File: config.mk
export PLATFORM = sky130hd
export DESIGN_NAME = rlit_ctrl
export DESIGN_NICKNAME = d
export VERILOG_FILES = /design/src/hw/rtl/rlit_pkg.sv /design/src/hw/rtl/rlit_ctrl.sv
export SDC_FILE = /design/constraint.sdc
export NUM_CORES = 1
export LEC_CHECK = 0
export ABC_AREA = 1
export BUFFER_PORTS_ARGS = -buffer_cell sky130_fd_sc_hd__buf_2
export CELL_PAD_IN_SITES_DETAIL_PLACEMENT = 0
export CELL_PAD_IN_SITES_GLOBAL_PLACEMENT = 1
export CORE_MARGIN = 10
export CORE_UTILIZATION = 35
export DETAILED_ROUTE_END_ITERATION = 8
export MAX_ROUTING_LAYER = met4
export PLACE_DENSITY = 0.77
export RECOVER_POWER = 50
export SLEW_MARGIN = 10
export SYNTH_ARGS = -nofsm -noshare
export SYNTH_HDL_FRONTEND = slang
export SYNTH_SLANG_ARGS = --single-unit
export TNS_END_PERCENT = 1
File: constraint.sdc
create_clock -name clk_i -period 12.54 [get_ports clk_i]
set_input_delay 3.762 -clock clk_i [delete_from_list [all_inputs] [get_ports clk_i]]
set_output_delay 3.762 -clock clk_i [all_outputs]
set_load 0.01 [all_outputs]
File: src/hw/rtl/rlit_pkg.sv
package rlit_pkg;

  localparam int unsigned LogDepthDefault = 1024;

  localparam int unsigned IdxW    = 64;
  localparam int unsigned TermW   = 64;
  localparam int unsigned KindW   = 8;
  localparam int unsigned HandleW = 32;
  localparam int unsigned ReqW    = 3;
  localparam int unsigned StatW   = 2;

  typedef enum logic [ReqW-1:0] {
    REQ_APPEND    = 3'd0,
    REQ_APPEND_AT = 3'd1,
    REQ_TRUNCATE  = 3'd2,
    REQ_COMPACT   = 3'd3,
    REQ_LOOKUP    = 3'd4
  } req_e;

  typedef enum logic [StatW-1:0] {
    STAT_OK    = 2'd0,
    STAT_GAP   = 2'd1,
    STAT_FULL  = 2'd2,
    STAT_TRUNC = 2'd3
  } status_e;

  typedef enum logic [1:0] {
    S_IDLE,
    S_EXEC,
    S_RESP
  } state_e;

  typedef struct packed {
    logic [TermW-1:0]   term;
    logic [KindW-1:0]   kind;
    logic [HandleW-1:0] handle;
  } entry_t;

endpackage

File: src/hw/rtl/rlit_ctrl.sv
module rlit_ctrl #(
  parameter int unsigned LogDepth = rlit_pkg::LogDepthDefault,
  localparam int unsigned AW = $clog2(LogDepth)
) (
  input  logic                          clk_i,
  input  logic                          rst_ni,
  input  logic                          start_i,
  output logic                          busy_o,
  input  logic [rlit_pkg::ReqW-1:0]     req_type_i,
  input  logic [rlit_pkg::IdxW-1:0]     entry_index_i,
  input  logic [rlit_pkg::TermW-1:0]    entry_term_i,
  input  logic [rlit_pkg::KindW-1:0]    command_kind_i,
  input  logic [rlit_pkg::HandleW-1:0]  payload_handle_i,
  output logic                          result_valid_o,
  output logic [rlit_pkg::StatW-1:0]    status_o,
  output logic [rlit_pkg::IdxW-1:0]     assigned_index_o,
  output logic [rlit_pkg::IdxW-1:0]     last_index_o,
  output logic [rlit_pkg::TermW-1:0]    last_term_o,
  output logic [rlit_pkg::TermW-1:0]    lookup_term_o,
  output logic                          lookup_found_o,
  output logic [rlit_pkg::KindW-1:0]    lookup_kind_o,
  output logic [rlit_pkg::HandleW-1:0]  lookup_handle_o,
  output logic                          wr_en_o,
  output logic [AW-1:0]                 wr_addr_o,
  output rlit_pkg::entry_t              wr_data_o,
  output logic                          rd_en_o,
  output logic [AW-1:0]                 rd_addr_o,
  input  rlit_pkg::entry_t              rd_data_i
);
  import rlit_pkg::*;

  localparam int unsigned CW = $clog2(LogDepth + 1);
  localparam int unsigned SW = CW + 1;

  function automatic logic [AW-1:0] slot_of(input logic [AW-1:0] head,
                                            input logic [CW-1:0] off);
    logic [SW-1:0] sum;
    sum = SW'(head) + SW'(off);
    if (sum >= SW'(LogDepth)) begin
      sum = sum - SW'(LogDepth);
    end
    return sum[AW-1:0];
  endfunction

  state_e state_q, state_d;

  logic [ReqW-1:0]    req_q;
  logic [IdxW-1:0]    idx_q;
  logic [TermW-1:0]   term_q;
  logic [KindW-1:0]   kind_q;
  logic [HandleW-1:0] handle_q;

  logic [AW-1:0]    head_q, head_d;
  logic [CW-1:0]    count_q, count_d;
  logic [IdxW-1:0]  snap_idx_q, snap_idx_d;
  logic [TermW-1:0] snap_term_q, snap_term_d;
  logic [IdxW-1:0]  last_q, last_d;
  logic [TermW-1:0] last_term_q, last_term_d;

  status_e          status_q, status_d;
  logic [IdxW-1:0]  assigned_q, assigned_d;
  logic [TermW-1:0] lk_term_q, lk_term_d;
  logic             found_q, found_d;
  logic             lt_mem_q, lt_mem_d;

  logic             accept;
  logic             full;
  logic             last_max;
  logic [IdxW-1:0]  last_inc;
  logic [IdxW-1:0]  clamp;
  logic [CW-1:0]    drop;
  logic [CW-1:0]    trunc_cnt;
  logic [CW-1:0]    look_off;

  assign busy_o = (state_q == S_EXEC);
  assign accept = start_i && !busy_o;

  assign full      = (count_q == CW'(LogDepth));
  assign last_max  = &last_q;
  assign last_inc  = last_q + IdxW'(1);
  assign clamp     = (idx_q > last_q) ? last_q : idx_q;
  assign drop      = CW'(clamp - snap_idx_q);
  assign trunc_cnt = CW'(idx_q - snap_idx_q);
  assign look_off  = CW'(idx_q - snap_idx_q - IdxW'(1));

  always_comb begin
    state_d     = state_q;
    head_d      = head_q;
    count_d     = count_q;
    snap_idx_d  = snap_idx_q;
    snap_term_d = snap_term_q;
    last_d      = last_q;
    last_term_d = last_term_q;
    status_d    = status_q;
    assigned_d  = assigned_q;
    lk_term_d   = lk_term_q;
    found_d     = found_q;
    lt_mem_d    = lt_mem_q;
    wr_en_o     = 1'b0;
    wr_addr_o   = slot_of(head_q, count_q);
    wr_data_o   = '{term: term_q, kind: kind_q, handle: handle_q};
    rd_en_o     = 1'b0;
    rd_addr_o   = slot_of(head_q, look_off);

    unique case (state_q)
      S_IDLE: begin
        if (accept) begin
          state_d = S_EXEC;
        end
      end
      S_EXEC: begin
        state_d    = S_RESP;
        status_d   = STAT_OK;
        assigned_d = '0;
        lk_term_d  = '0;
        found_d    = 1'b0;
        lt_mem_d   = 1'b0;
        unique case (req_q)
          REQ_APPEND, REQ_APPEND_AT: begin
            if (req_q == REQ_APPEND_AT && (last_max || idx_q != last_inc)) begin
              status_d = STAT_GAP;
            end else if (full || last_max) begin
              status_d = STAT_FULL;
            end else begin
              wr_en_o     = 1'b1;
              count_d     = count_q + CW'(1);
              last_d      = last_inc;
              last_term_d = term_q;
              assigned_d  = last_inc;
            end
          end
          REQ_TRUNCATE: begin
            if (idx_q >= last_q) begin
              status_d = STAT_OK;
            end else if (idx_q < snap_idx_q) begin
              status_d = STAT_TRUNC;
            end else begin
              count_d = trunc_cnt;
              last_d  = idx_q;
              if (trunc_cnt == '0) begin
                last_term_d = snap_term_q;
              end else begin
                rd_en_o   = 1'b1;
                rd_addr_o = slot_of(head_q, trunc_cnt - CW'(1));
                lt_mem_d  = 1'b1;
              end
            end
          end
          REQ_COMPACT: begin
            if (idx_q > snap_idx_q) begin
              head_d      = slot_of(head_q, drop);
              count_d     = count_q - drop;
              snap_idx_d  = clamp;
              snap_term_d = term_q;
              if (count_q == drop) begin
                last_term_d = term_q;
              end
            end
          end
          REQ_LOOKUP: begin
            if (idx_q == '0) begin
              lk_term_d = '0;
            end else if (idx_q == snap_idx_q) begin
              lk_term_d = snap_term_q;
            end else if (idx_q > snap_idx_q && idx_q <= last_q) begin
              rd_en_o = 1'b1;
              found_d = 1'b1;
            end
          end
          default: begin
            status_d = STAT_OK;
          end
        endcase
      end
      S_RESP: begin
        if (lt_mem_q) begin
          last_term_d = rd_data_i.term;
        end
        state_d = accept ? S_EXEC : S_IDLE;
      end
      default: begin
        state_d = S_IDLE;
      end
    endcase
  end

  always_ff @(posedge clk_i or negedge rst_ni) begin
    if (!rst_ni) begin
      state_q     <= S_IDLE;
      head_q      <= '0;
      count_q     <= '0;
      snap_idx_q  <= '0;
      snap_term_q <= '0;
      last_q      <= '0;
      last_term_q <= '0;
      lt_mem_q    <= 1'b0;
    end else begin
      state_q     <= state_d;
      head_q      <= head_d;
      count_q     <= count_d;
      snap_idx_q  <= snap_idx_d;
      snap_term_q <= snap_term_d;
      last_q      <= last_d;
      last_term_q <= last_term_d;
      lt_mem_q    <= lt_mem_d;
    end
  end

  always_ff @(posedge clk_i) begin
    status_q   <= status_d;
    assigned_q <= assigned_d;
    lk_term_q  <= lk_term_d;
    found_q    <= found_d;
    if (accept) begin
      req_q    <= req_type_i;
      idx_q    <= entry_index_i;
      term_q   <= entry_term_i;
      kind_q   <= command_kind_i;
      handle_q <= payload_handle_i;
    end
  end

  assign result_valid_o   = (state_q == S_RESP);
  assign status_o         = status_q;
  assign assigned_index_o = assigned_q;
  assign last_index_o     = last_q;
  assign last_term_o      = lt_mem_q ? rd_data_i.term : last_term_q;
  assign lookup_found_o   = found_q;
  assign lookup_term_o    = found_q ? rd_data_i.term : lk_term_q;
  assign lookup_kind_o    = found_q ? rd_data_i.kind : '0;
  assign lookup_handle_o  = found_q ? rd_data_i.handle : '0;

endmodule

* Word-level counts from Yosys, hierarchy flattened
Cells that the tools add are included. W data, S select, Z words.
Word-level totals: logic and storage cells 144, output and inout port bits 427, input port bits 278, register bits 582
Operators by class: magnitude comparators 9, reduce and logical (&&, ||, !) cells 21, equal/unequal tests 24, muxes and demuxes 55, $add $sub $neg 15, bitwise operators 3
Operator list (number):
- $mux W64 | 14
- $pmux W64 S2 | 2
- $pmux W64 S3 | 1
- $gt A64 B64 Y1 | 2
- $mux W10 | 9
- $add A64 B1 Y64 const B | 1
- $eq A64 B64 Y1 | 1
- $ge A64 B64 Y1 | 1
- $le A64 B64 Y1 | 1
- $logic_not A64 Y1 | 1
- $lt A64 B64 Y1 | 1
- $ne A64 B64 Y1 | 1
- $reduce_and A64 Y1 | 1
- $mux W11 | 5
- $add A10 B11 Y12 | 4
- $ge A12 B11 Y1 const B | 4
- $sub A10 B1 Y10 const B | 4
- $pmux W11 S3 | 1
- $sub A11 B11 Y11 | 3
- $mux W32 | 1
- $sub A11 B1 Y11 const B | 2
- $ne A3 B3 Y1 const B | 7
- $mux W1 | 13
- $ne A2 B2 Y1 const B | 6
- other kinds (29) | 41

* Longest topological paths before layout
depth in word-level cells 10, gate-level depth with buffers 39, depth with buffers taken out 37

* Worst setup path before layout
Ideal clock, no wire load.
kind register to output, from register state_q[1], to output port rd_en_o, stages on the path, launching flop included 7, arrival time 4.922 ns, data required time 8.778 ns, buffers on the path 0, path slack 3.856 ns, cell sequence dfrtp_1 > inv_1 > ha_1 > inv_1 > nor2_1 > o2111ai_1 > o21ai_0
Between the ends: cells in the longest elaborated chain, start to end 2
Ends and longest elaborated chain:
- from (decl) | line rlit_ctrl.sv:45 | state_e state_q, state_d;
- from (signal assigned) | line rlit_ctrl.sv:198 | state_q <= state_d;
- $eq A2 B1 Y1
- via busy_o | line rlit_ctrl.sv:8 | output logic busy_o,
- $mux W1 | line rlit_ctrl.sv:105 | unique case (state_q)
- to (decl) | line rlit_ctrl.sv:26 | output logic rd_en_o,
The timed path passes the listed nets, and every way through them passes these cells.

* Final worst setup path
from input port start_i, to register handle_q[20], enable pin
Between the ends: cells in the longest elaborated chain, start to end 1
Ends and longest elaborated chain:
- from (decl) | line rlit_ctrl.sv:7 | input logic start_i,
- $logic_and A1 B1 Y1 | line rlit_ctrl.sv:76 | assign accept = start_i && !busy_o;
- via accept | line rlit_ctrl.sv:66 | logic accept;
- to (signal assigned) | line rlit_ctrl.sv:219 | handle_q <= payload_handle_i;
- to (decl) | line rlit_ctrl.sv:51 | logic [HandleW-1:0] handle_q;
The timed path passes the listed nets, and every way through them passes these cells. A chain may end at the register's enable or synchronous reset.

==> flow_summary_export.csv <==
group,metric,value,unit
synthesis,netlist_instances,4279,
worst_hold_path,min_to,"last_term_q[29]",
status,failed_checks,"max-capacitance violations, max-slew violations",
final_layout,nFillCells,9991,
sta,max_slew_margin,-396.9,%
clock_network,clkLatencyLatePin,660,ps
synthesis,synth_area_leader_cell,"edfxtp_1",
die,row_count,114,
setup_path,r2r-start,"state_q[1]",
global_route,grt_pass1_vias,30280,
synthesis,syn_area,34190,µm²
detailed_routing,viasPerCell,5.031,
setup_path,critPathArrivalTime,10210,ps
clock_network,clock-sinks,582,
place,post-place-cells,6112,
die,io_pins,705,
setup_path,reg2regPathDepth,4,
detailed_routing,routed_wl,142.5,mm
sta,hold_viol_final,0,
detailed_routing,wl_per_cell,22.77,µm
power_and_ir_drop,leakagePower,19.27,nW
sta,finalSetupTns,0,ps
synthesis,synth.avg_cell_area,7.989,µm²
global_route,overflow,0,
sta,worstMarginPinSlew,7453,ps
synthesis,syn_nets,4747,
global_route,grt_use_total,25.59,%
setup_path,required,12780,ps
synthesis,ys_warn_count,0,
clock_network,path_clk_slew,60,ps
place,dp_slack,3806,ps
sta,fin_crit,9969,ps
final_layout,fin_cells,6257,
detailed_routing,drtIter0Drc,2688,
detailed_routing,ant_nets,0,
power_and_ir_drop,total_power,10.52,mW
synthesis,ys_top_cells_by_count,"nand2_1, o21ai_0, inv_1, nor2_1, edfxtp_1",
final_layout,final_nets,5378,
clock_network,hold_buffers,0,
job,max_cap_violations,7,
setup_path,worstSetupPathType,"in -> reg",
setup_path,r2r_end,"assigned_index_o[50]",
die,fp.dieH,332.5,µm
final_layout,final_area,41190,µm²
place,buffer_ports.inserted,704,
place,placed_area,38870,µm²
synthesis,synth-async-reset-ratio,48.11,%
power_and_ir_drop,cellPowerDensity,255.5,nW/µm²
place,hpwl,107.2,mm
final_layout,area_growth,20.48,%
sta,max_freq,0.1003,GHz
power_and_ir_drop,ir_worst_vdd,0.0002711,V
die,die_w,332.5,µm
die,core_area,96850,µm²
sta,rsz0062_at_grt,"no",
synthesis,yosys_most_used_dff,"edfxtp_1",
setup_path,r2r_slack,4240,ps
detailed_routing,dr_total_vias,31480,
synthesis,yosysSeqAreaShare,47.02,%
setup_path,endpoint_kind,"register",
final_layout,final_util,42.53,%
worst_hold_path,worstHoldStart,"last_term_q[29]",
global_route,antenna_found_initial,22,
sta,fin_skew,31.90,ps
synthesis,synthTopCellsByArea,"edfxtp_1, dfrtp_1, nand2_1",
final_layout,drive_gt1_share,18.47,%
clock_network,cts_resized,0,
place,gp_congestion,0.9457,
sta,worst_hold_slack,469.5,ps
clock_network,cts-root-buf,"clkbuf_16",
synthesis,yosysTopAreaCellShare,26.53,%
clock_network,cts.path.max_buffers,3,
die,start_util,35.30,%
synthesis,synth_edf_count,302,
die,die_area,110600,µm²
global_route,grt_pass1_wl,208.6,mm
synthesis,yosysMostFrequentCell,"nand2_1",
clock_network,cts_max_level,3,
worst_hold_path,hp-class,"reg -> reg",
worst_hold_path,holdPathStages,2,
sta,maxSlewViolCount,581,
setup_path,crit_path_max_fanout,106,
sta,min_period_over_period,79.50,%
sta,setup_viol,0,
global_route,grt_start_max_net_pins,137,
detailed_routing,dr.pass1.iters,6,
detailed_routing,drc,0,
setup_path,critPathLaunchType,"input port",
synthesis,yosysUniqueCellTypes,45,
synthesis,ys_ff_latch,582,
sta,setup_ws,2571,ps
clock_network,cts_buffers,72,
status,status,"finished with violations",
clock_network,cts_setup_buffers,0,
clock_network,cts_tree,"done",
[area by class of cell]
cell class                      count  area [µm²]  area share (%)
Multi-Input combinational cell   3110       15860           38.51
Clock inverter                     35       377.9          0.9174
Tap cell                         1276        1597           3.876
Antenna cell                       12       30.03         0.07291
Inverter                          415        1560           3.788
Timing Repair Buffer              729        3695           8.971
Clock buffer                       98        1991           4.833
Sequential cell                   582       16080           39.03
[metal layers]
layer	track usage [%]	part of all wire, %	wire, µm
met1	31.80	43	61150
met2	41.91	48	67900
met3	6.204	7.4	10610
met4	5.660	2.0	2844
met5	-	0	0
[how the worst max path moves through the flow]
stage                     from           end  slack, ps  depth (start not counted)
4_1_cts        last_index_o[0]       wr_en_o       3100                         18
3_5_place_dp   last_index_o[0]       wr_en_o       3810                         18
6_report               start_i  handle_q[20]       2570                          4
3_3_place_gp   last_index_o[0]       wr_en_o       3840                         18
5_1_grt                start_i     idx_q[41]       1940                          4
2_1_floorplan       state_q[1]       rd_en_o       3860                          6
[power by group]
group | switching (mW) | total (mW) | leakage (nW) | internal (mW)
clock network | 0.890 | 2.12 | 1.14 | 1.23
registers | 0.539 | 3.25 | 6.58 | 2.71
logic | 3.41 | 5.16 | 11.6 | 1.75
total | 4.84 | 10.5 | 19.3 | 5.69
[placed cells by master, fill, tap and decap left out, types with 4 or more instances in the layout]
cell type	instances
nand2_1	1442
buf_2	693
o21ai_0	445
inv_1	411
nor2_1	359
edfxtp_1	302
dfrtp_1	279
nand3_1	267
ha_1	183
a21oi_1	124
clkbuf_16	73
mux2_2	64
xor2_1	56
nand4_1	33
clkbuf_1	33
nor4_1	23
buf_4	20
xnor2_1	17
nor3_1	16
diode_2	12
clkinv_2	9
o221ai_1	7
clkbuf_8	7
nor2_2	6
xnor3_1	6
fa_1	6
inv_6	6
clkinvlp_4	6
o211ai_1	5
o21a_1	5
o21bai_1	5
and3_1	5
clkinv_1	5
bufinv_16	5
or2_2	4
and2_1	4
[worst max-delay path, cell delays in order]
cell and delay, ps:
buf_2 100, nand2_1 110, clkinvlp_2 4110, buf_4 1960
[cell families after synthesis]
kind of cell / synth area share [%]
AOI/OAI and AO/OA: 9.135
xor gates and xnor gates: 2.313
muxes: 2.108
adders and majority gates: 7.086
and+or+nand+nor: 25.55
DFF: 47.02
buffers and inverters: 6.782
[state kept, by name (all words and copies together) (netlist names)]
signal	cells
status_o	2
head_q	10
last_term_q	64
lt_mem_q	1
snap_idx_q	64
assigned_index_o	64
term_q	64
last_index_o	64
lk_term_q	64
lookup_found_o	1
req_q	3
handle_q	32
count_q	11
snap_term_q	64
state_q	2
idx_q	64
kind_q	8
(Power assumes the default switching activity.)
